--- src/rtl/dasd_pkg.sv ---
`default_nettype none

package dasd_pkg;

  localparam int unsigned DEF_MAX_YEAR = 4095;

  // internal year width: covers any year reachable from a 12-bit year plus 2^20 days
  localparam int unsigned YW = 13;

  // floor(400 * 2^30 / 146097), year estimate from a day serial
  localparam logic [21:0] EST_K = 22'd2939805;

  typedef enum logic [1:0] {
    KIND_ADD  = 2'd0,
    KIND_SUB  = 2'd1,
    KIND_DIFF = 2'd2,
    KIND_CMP  = 2'd3
  } kind_e;

  typedef struct packed {
    kind_e kind;
    logic  eq;
    logic  gt;
    logic  lt;
  } side_t;

  typedef struct packed {
    side_t       side;
    logic [3:0]  ma;
    logic [4:0]  da;
    logic [3:0]  mb;
    logic [4:0]  db;
    logic [19:0] cnt;
  } info_t;

  localparam logic [8:0] CUM_DAYS [12] = '{
    9'd0, 9'd31, 9'd59, 9'd90, 9'd120, 9'd151,
    9'd181, 9'd212, 9'd243, 9'd273, 9'd304, 9'd334
  };

  // floor(x / 100) by reciprocal, exact for x < 2^14
  function automatic logic [7:0] div100(input logic [13:0] x);
    logic [30:0] p;
    p = 31'(x) * 31'd41944;
    return p[29:22];
  endfunction

  // days before month m (1..12) within a year
  function automatic logic [8:0] days_before_month(input logic [3:0] m, input logic leap);
    logic [3:0] idx;
    idx = 4'(m - 4'd1);
    return CUM_DAYS[idx] + 9'((m > 4'd2) && leap);
  endfunction

endpackage

`default_nettype wire

--- src/rtl/dasd_dby.sv ---
`default_nettype none

// Days from 0000-01-01 to Jan 1 of year_i, plus leap flag; two register stages.
module dasd_dby (
  input  logic                    clk_i,
  input  logic                    en_i,
  input  logic [dasd_pkg::YW-1:0] year_i,
  output logic [21:0]             days_o,
  output logic                    leap_o
);
  import dasd_pkg::*;

  logic [21:0]   t365_q;
  logic [10:0]   q4_q;
  logic [7:0]    c100_q;
  logic [5:0]    c400_q;
  logic [YW-1:0] y_q;
  logic [21:0]   days_q;
  logic          leap_q;
  logic [7:0]    c400_full;

  assign c400_full = div100(14'(year_i) + 14'd399);

  always_ff @(posedge clk_i) begin
    if (en_i) begin
      t365_q <= 22'(year_i) * 22'd365;
      q4_q   <= 11'((14'(year_i) + 14'd3) >> 2);
      c100_q <= div100(14'(year_i) + 14'd99);
      c400_q <= 6'(c400_full >> 2);
      y_q    <= year_i;
      days_q <= t365_q + 22'(q4_q) - 22'(c100_q) + 22'(c400_q);
      // ceil(y/100)*100 == y exactly when y is a multiple of 100
      leap_q <= (y_q[1:0] == 2'd0) &&
                ((15'(c100_q) * 15'd100 != 15'(y_q)) ||
                 (15'(c400_q) * 15'd400 == 15'(y_q)));
    end
  end

  assign days_o = days_q;
  assign leap_o = leap_q;

endmodule

`default_nettype wire

--- src/rtl/date_add_subtract_difference.sv ---
// Gregorian date unit (proleptic calendar, year 0 leap).
// Input channel: in_valid_i/in_ready_o with kind, date A, day count and date B.
// Output channel: out_valid_o/out_ready_i with result date, signed day
// difference (A - B), compare flags and overflow.
// Dates become day serials, are added, subtracted or differenced, and
// serials go back to dates via a reciprocal year estimate that is then
// corrected against three candidate years.
// Ten register stages lie between input transfer and result valid (the
// first is loaded at the transfer edge).
// Throughput: one item per cycle unless the output stalls; the ten stages advance together.
// A stalled output freezes every stage; in_ready_o drops only while the
// output register holds an untaken result and out_ready_i is low.
// Reset clears all stage valid bits; no result is pending afterwards.
// Add/subtract results whose year falls outside 1..MAX_YEAR saturate and
// set overflow.
`default_nettype none

module date_add_subtract_difference #(
  parameter int unsigned MAX_YEAR = dasd_pkg::DEF_MAX_YEAR
) (
  input  logic        clk_i,
  input  logic        rst_ni,
  input  logic        in_valid_i,
  output logic        in_ready_o,
  input  logic [1:0]  kind_i,
  input  logic [11:0] year_a_i,
  input  logic [3:0]  month_a_i,
  input  logic [4:0]  day_a_i,
  input  logic [19:0] day_count_i,
  input  logic [11:0] year_b_i,
  input  logic [3:0]  month_b_i,
  input  logic [4:0]  day_b_i,
  output logic        out_valid_o,
  input  logic        out_ready_i,
  output logic [11:0] result_year_o,
  output logic [3:0]  result_month_o,
  output logic [4:0]  result_day_o,
  output logic [21:0] day_difference_o,
  output logic        is_equal_o,
  output logic        is_greater_o,
  output logic        is_less_o,
  output logic        overflow_o
);
  import dasd_pkg::*;

  logic       en;
  logic [9:0] vld_q;

  assign en         = !vld_q[9] || out_ready_i;
  assign in_ready_o = en;

  always_ff @(posedge clk_i or negedge rst_ni) begin
    if (!rst_ni) begin
      vld_q <= '0;
    end else if (en) begin
      vld_q <= {vld_q[8:0], in_valid_i};
    end
  end

  // stage 1: capture, clamp months, compare
  info_t         info1_q, info2_q, info3_q;
  logic [YW-1:0] ya1_q, yb1_q;
  info_t         info_d;
  logic          eq_d, gt_d;

  function automatic logic [3:0] clamp_month(input logic [3:0] m);
    if (m == 4'd0) return 4'd1;
    if (m > 4'd12) return 4'd12;
    return m;
  endfunction

  always_comb begin
    eq_d = (year_a_i == year_b_i) && (month_a_i == month_b_i) && (day_a_i == day_b_i);
    gt_d = (year_a_i > year_b_i) ||
           ((year_a_i == year_b_i) && (month_a_i > month_b_i)) ||
           ((year_a_i == year_b_i) && (month_a_i == month_b_i) && (day_a_i > day_b_i));
    info_d.side.kind = kind_e'(kind_i);
    info_d.side.eq   = eq_d;
    info_d.side.gt   = gt_d;
    info_d.side.lt   = !eq_d && !gt_d;
    info_d.ma        = clamp_month(month_a_i);
    info_d.da        = day_a_i;
    info_d.mb        = clamp_month(month_b_i);
    info_d.db        = day_b_i;
    info_d.cnt       = day_count_i;
  end

  // stages 2-3: year part of both serials
  logic [21:0] days_a, days_b;
  logic        leap_a, leap_b;

  dasd_dby u_dby_a (.clk_i, .en_i(en), .year_i(ya1_q), .days_o(days_a), .leap_o(leap_a));
  dasd_dby u_dby_b (.clk_i, .en_i(en), .year_i(yb1_q), .days_o(days_b), .leap_o(leap_b));

  // stage 4: full serials
  logic [22:0] sa4_q, sb4_q;
  side_t       side4_q, side5_q, side6_q, side7_q, side8_q, side9_q;
  logic [19:0] cnt4_q;
  // stage 5: moved serial and difference
  logic [22:0] s5_q;
  logic [21:0] diff5_q, diff6_q, diff7_q, diff8_q, diff9_q;
  // stage 6: year estimate
  logic [YW-1:0] yest6_q, yest7_q, yest8_q;
  logic [21:0]   s6_q, s7_q, s8_q;
  logic          neg6_q, neg7_q, neg8_q, neg9_q;
  logic [43:0]   est_prod;

  assign est_prod = 44'(s5_q[21:0]) * 44'(EST_K);

  // stages 7-8: candidate year starts
  logic [YW-1:0] c0, c1, c2;
  logic [21:0]   dc0, dc1, dc2;
  logic          lc0, lc1, lc2;

  assign c1 = yest6_q;
  assign c2 = yest6_q + YW'(1);
  assign c0 = (yest6_q == '0) ? '0 : yest6_q - YW'(1);

  dasd_dby u_dby_c0 (.clk_i, .en_i(en), .year_i(c0), .days_o(dc0), .leap_o(lc0));
  dasd_dby u_dby_c1 (.clk_i, .en_i(en), .year_i(c1), .days_o(dc1), .leap_o(lc1));
  dasd_dby u_dby_c2 (.clk_i, .en_i(en), .year_i(c2), .days_o(dc2), .leap_o(lc2));

  // stage 9: pick year, day of year
  logic [YW-1:0] y9_q, ysel;
  logic [8:0]    doy9_q;
  logic          leap9_q, lsel;
  logic [21:0]   dsel;

  always_comb begin
    if (dc2 <= s8_q) begin
      ysel = yest8_q + YW'(1);
      dsel = dc2;
      lsel = lc2;
    end else if (dc1 <= s8_q) begin
      ysel = yest8_q;
      dsel = dc1;
      lsel = lc1;
    end else begin
      ysel = (yest8_q == '0) ? '0 : yest8_q - YW'(1);
      dsel = dc0;
      lsel = lc0;
    end
  end

  // stage 10: month and day, saturation, output register
  logic [3:0]  mon;
  logic [8:0]  mstart;
  logic        low, high;
  logic [11:0] ry_d;
  logic [3:0]  rm_d;
  logic [4:0]  rd_d;
  logic [21:0] df_d;
  logic        ovf_d;

  always_comb begin
    mon    = 4'd1;
    mstart = 9'd0;
    for (int i = 2; i <= 12; i++) begin
      if (days_before_month(4'(i), leap9_q) <= doy9_q) begin
        mon    = 4'(i);
        mstart = days_before_month(4'(i), leap9_q);
      end
    end
    low  = neg9_q || (y9_q == '0);
    high = 32'(y9_q) > MAX_YEAR;
    ry_d  = '0;
    rm_d  = '0;
    rd_d  = '0;
    df_d  = '0;
    ovf_d = 1'b0;
    case (side9_q.kind)
      KIND_ADD, KIND_SUB: begin
        if (low) begin
          ry_d  = 12'd1;
          rm_d  = 4'd1;
          rd_d  = 5'd1;
          ovf_d = 1'b1;
        end else if (high) begin
          ry_d  = 12'(MAX_YEAR);
          rm_d  = 4'd12;
          rd_d  = 5'd31;
          ovf_d = 1'b1;
        end else begin
          ry_d = 12'(y9_q);
          rm_d = mon;
          rd_d = 5'(doy9_q - mstart + 9'd1);
        end
      end
      KIND_DIFF: df_d = diff9_q;
      default:   df_d = '0;
    endcase
  end

  always_ff @(posedge clk_i) begin
    if (en) begin
      info1_q <= info_d;
      ya1_q   <= YW'(year_a_i);
      yb1_q   <= YW'(year_b_i);
      info2_q <= info1_q;
      info3_q <= info2_q;

      sa4_q   <= 23'(days_a) + 23'(days_before_month(info3_q.ma, leap_a))
                 + 23'(info3_q.da) - 23'd1;
      sb4_q   <= 23'(days_b) + 23'(days_before_month(info3_q.mb, leap_b))
                 + 23'(info3_q.db) - 23'd1;
      side4_q <= info3_q.side;
      cnt4_q  <= info3_q.cnt;

      s5_q    <= (side4_q.kind == KIND_ADD) ? sa4_q + 23'(cnt4_q) : sa4_q - 23'(cnt4_q);
      diff5_q <= 22'(sa4_q - sb4_q);
      side5_q <= side4_q;

      yest6_q <= est_prod[30+YW-1:30];
      s6_q    <= s5_q[21:0];
      neg6_q  <= s5_q[22];
      diff6_q <= diff5_q;
      side6_q <= side5_q;

      yest7_q <= yest6_q;
      s7_q    <= s6_q;
      neg7_q  <= neg6_q;
      diff7_q <= diff6_q;
      side7_q <= side6_q;

      yest8_q <= yest7_q;
      s8_q    <= s7_q;
      neg8_q  <= neg7_q;
      diff8_q <= diff7_q;
      side8_q <= side7_q;

      y9_q    <= ysel;
      doy9_q  <= 9'(s8_q - dsel);
      leap9_q <= lsel;
      neg9_q  <= neg8_q;
      diff9_q <= diff8_q;
      side9_q <= side8_q;

      result_year_o    <= ry_d;
      result_month_o   <= rm_d;
      result_day_o     <= rd_d;
      day_difference_o <= df_d;
      is_equal_o       <= side9_q.eq;
      is_greater_o     <= side9_q.gt;
      is_less_o        <= side9_q.lt;
      overflow_o       <= ovf_d;
    end
  end

  assign out_valid_o = vld_q[9];

endmodule

`default_nettype wire

--- config.mk ---
export PLATFORM = sky130hd
export DESIGN_NAME = date_add_subtract_difference
export DESIGN_NICKNAME = d
export VERILOG_FILES = /design/src/rtl/dasd_pkg.sv /design/src/rtl/dasd_dby.sv /design/src/rtl/date_add_subtract_difference.sv
export SDC_FILE = /design/constraint.sdc
export NUM_CORES = 2
export LEC_CHECK = 0
export BUFFER_PORTS_ARGS = -buffer_cell sky130_fd_sc_hd__buf_2
export CAP_MARGIN = 20
export CORE_MARGIN = 5
export CORE_UTILIZATION = 40
export DETAILED_ROUTE_END_ITERATION = 10
export GPL_TIMING_DRIVEN = 0
export PLACE_DENSITY = 0.55
export RECOVER_POWER = 50
export SETUP_SLACK_MARGIN = 0.4
export SLEW_MARGIN = 0
export SYNTH_ARGS = -nofsm -noshare
export SYNTH_HDL_FRONTEND = slang
export SYNTH_SLANG_ARGS = --single-unit
--- constraint.sdc ---
create_clock -name clk_i -period 73.3 [get_ports clk_i]
set_clock_uncertainty 0.05 [all_clocks]
set_input_delay 14.66 -clock clk_i [delete_from_list [all_inputs] [get_ports clk_i]]
set_output_delay 14.66 -clock clk_i [all_outputs]
set_load 0.01 [all_outputs]
==> results.py <==
metrics = {
    "synthesis": {
        "synth_ff_type": "edfxtp_1",
        "yosys-top-cells-count": "inv_1, ha_1, fa_1",
        "ys_types": 84,
        "synth_top_cell_area_share": 0.266,
        "synth_area_leaders": "edfxtp_1, ha_1, fa_1, inv_1, xnor2_1",
        "synth_enable_flop_cells": 920,
        "syn_area_mm2": 0.104,
        "synth_area_per_cell_um2": 10.9,
        "ys_ff_latch": 930,
        "synth_warnings": 0,
        "synth_most_common_cell": "inv_1",
        "synth_cells": 9558,
        "ys_seq_area_frac": 0.269,
        "async_flop_share": 0.0108,
        "synth.largest_area_cell": "edfxtp_1",
        "syn_nets": 12730,
    },
    "routing": {
        "routedWlPerCell_um": 16.6,
        "drc": 0,
        "drt_first_pass_iters": 5,
        "wl_mm": 221,
        "vias": 65175,
        "ant_nets": 0,
        "drt_iter0_drc": 2974,
        "viasPerCell": 4.90,
    },
    "sta": {
        "tightest_slew_ns": 2.58,
        "period_needed_ns": 32.83,
        "hold_viol": 0,
        "setup_viol": 0,
        "fin_tns_setup_ns": 0,
        "maxSlewHeadroom": -0.718,
        "rsz0062_at_grt": "no",
        "slew_viol_final": 44,
        "min_period_over_period": 0.448,
        "setup_slack_ns": 40.47,
        "fmax_ghz": 0.0305,
    },
    "setup_path": {
        "path_max_fanout": 63,
        "critical_path_arrival_ns": 18.12,
        "path_class": "input pin to output pin",
        "end_kind": "output pin",
        "r2r_start": "c1[0]",
        "cp.required_ns": 58.59,
        "r2r_slack_ns": 61.48,
        "setup.worst_path.start": "out_ready_i",
        "r2r_cells": 30,
        "crit_end": "in_ready_o",
        "r2r_end": "u_dby_c0.c100_q[6]",
        "start_kind": "input pin",
    },
    "cells_and_area": {
        "drive_gt1_frac": 0.0359,
        "fillerInstances": 24395,
        "synthToLayoutAreaGrowth_pct": 8.88,
        "nets": 12979,
    },
    "floorplan": {
        "placeableCoreArea_mm2": 0.259,
        "fp.dieArea_mm2": 0.270,
        "rows": 187,
        "fp.dieW_um": 519,
        "initial_utilization": 0.401,
        "die_h_um": 519,
        "io_pins": 117,
    },
    "cts": {
        "clockBufferDepth": 3,
        "clock-sinks": 930,
        "ctsHoldBuffers": 0,
        "h-tree-depth": 3,
        "ctsResizeCount": 0,
        "cts_tree": "built",
        "cts_root_buffer": "clkbuf_16",
        "postCtsSetupRepairBufs": 0,
        "clk_pin_slew_ns": 0.06,
        "insertion_delay_ns": 0.80,
        "cts_buffers": 112,
    },
    "placement": {
        "dp_hpwl_mm": 188,
        "port_buffers": 116,
        "gp_congestion": 0.869,
        "place_ws_ns": 41.72,
    },
    "flow_run": {
        "cap_violations": 2,
    },
    "run_status": {
        "violations": "max-capacitance violations, max-slew violations",
        "status": "complete, but fails checks",
    },
    "global_route": {
        "overflow": 0,
        "grt_pass1_wl_mm": 366,
        "grt_max_degree": 73,
        "grt_usage": 0.167,
        "first_global_vias": 69258,
        "antenna_found_initial": 5,
    },
    "hold_path": {
        "hold_path.class": "flip-flop to flip-flop",
    },
}
-- cell type report --
type                            instances  area [um^2]  share of cell area
Buffer                                 78          307             0.00271
Multi-Input combinational cell       6172        66700               0.590
Antenna cell                            3         7.51           0.0000664
Clock buffer                          123         2840              0.0252
Tap cell                             3402         4260              0.0377
Clock inverter                         88         1170              0.0104
Sequential cell                       930        27900               0.247
Timing Repair Buffer                  135          953             0.00844
Inverter                             2378         8930              0.0790
-- logic make-up after synthesis --
logic type,count (synthesis),share of synthesized area
adder cells (fa/ha/maj),3106,0.452
buffers and inverters,2456,0.0891
AO/OA/AOI/OAI,1043,0.0663
XOR/XNOR,661,0.0563
AND/OR/NAND/NOR,1331,0.0644
flip-flops,930,0.269
multiplexers,31,0.00318
-- critical path, cell delays in order --
cell      delay (ns)
buf_2           0.07
nand2b_1        0.12
clkbuf_1        1.83
buf_16          0.35
buf_16          0.32
buf_16          0.29
buf_2           0.21
-- how the worst min path moves through the flow --
stage | slack (ns) | endpoint | start | depth (start not counted)
6_report | 0.35 | s7_q[7] | s6_q[7] | 0
5_1_grt | 0.36 | s7_q[11] | s6_q[11] | 0
4_1_cts | 0.35 | s7_q[11] | s6_q[11] | 0
3_5_place_dp | 0.35 | diff7_q[14] | diff6_q[14] | 0
3_3_place_gp | 0.35 | s7_q[20] | s6_q[20] | 0
2_1_floorplan | 0.35 | cnt4_q[0] | info3_q[0] | 0
-- flip-flops by register name (all words and copies together) (netlist names), 23 cells and up --
signal   count
info1_q     43
info2_q     43
info3_q     43
s5_q        23
sa4_q       23
-- routing by layer --
metal  global-route usage  wire length (um)  vias up
li1                     -                 -    32139
met1                0.227            103000    32009
met2                0.288            107000      784
met3               0.0175              6540      243
met4               0.0369              4860        0
met5                    0                 0        -
-- per-stage QoR --
step           instances  hold slack (ns)  cell area (um^2)  utilization
6_report           13309            0.347            113000        0.436
5_1_grt            13308            0.361            113000        0.436
4_1_cts            13304            0.351            113000        0.437
3_5_place_dp       13093            0.355            109000        0.421
3_3_place_gp       13076            0.351            109000        0.419
2_1_floorplan       9558            0.350            104000            -
-- layout by cell type (no fill, tap or decap), types with 34 or more instances in the layout --
| master | netlist | final |
|---|---|---|
| clkbuf_16 | 0 | 112 |
| o21a_1 | 56 | 56 |
| nand3_1 | 137 | 137 |
| a211oi_1 | 34 | 34 |
| xor2_1 | 180 | 179 |
| and3_1 | 64 | 64 |
| ha_1 | 2030 | 2030 |
| edfxtp_1 | 920 | 920 |
| a31oi_1 | 47 | 47 |
| nor2b_1 | 70 | 70 |
| clkbuf_1 | 57 | 115 |
| fa_1 | 1074 | 1074 |
| o21ai_0 | 174 | 174 |
| a21o_1 | 156 | 156 |
| nor2_1 | 338 | 339 |
| nand2_1 | 237 | 237 |
| nor3_1 | 143 | 144 |
| nand2b_1 | 52 | 52 |
| xnor2_1 | 475 | 475 |
| nand4_1 | 55 | 55 |
| buf_2 | 3 | 77 |
| o21bai_1 | 36 | 36 |
| inv_1 | 2372 | 2372 |
| a21oi_1 | 278 | 278 |
| nor4_1 | 47 | 47 |
| or3_1 | 46 | 46 |
Power is not shown: default switching activity piles up to over one toggle a cycle in this logic, so the estimate is an artifact.
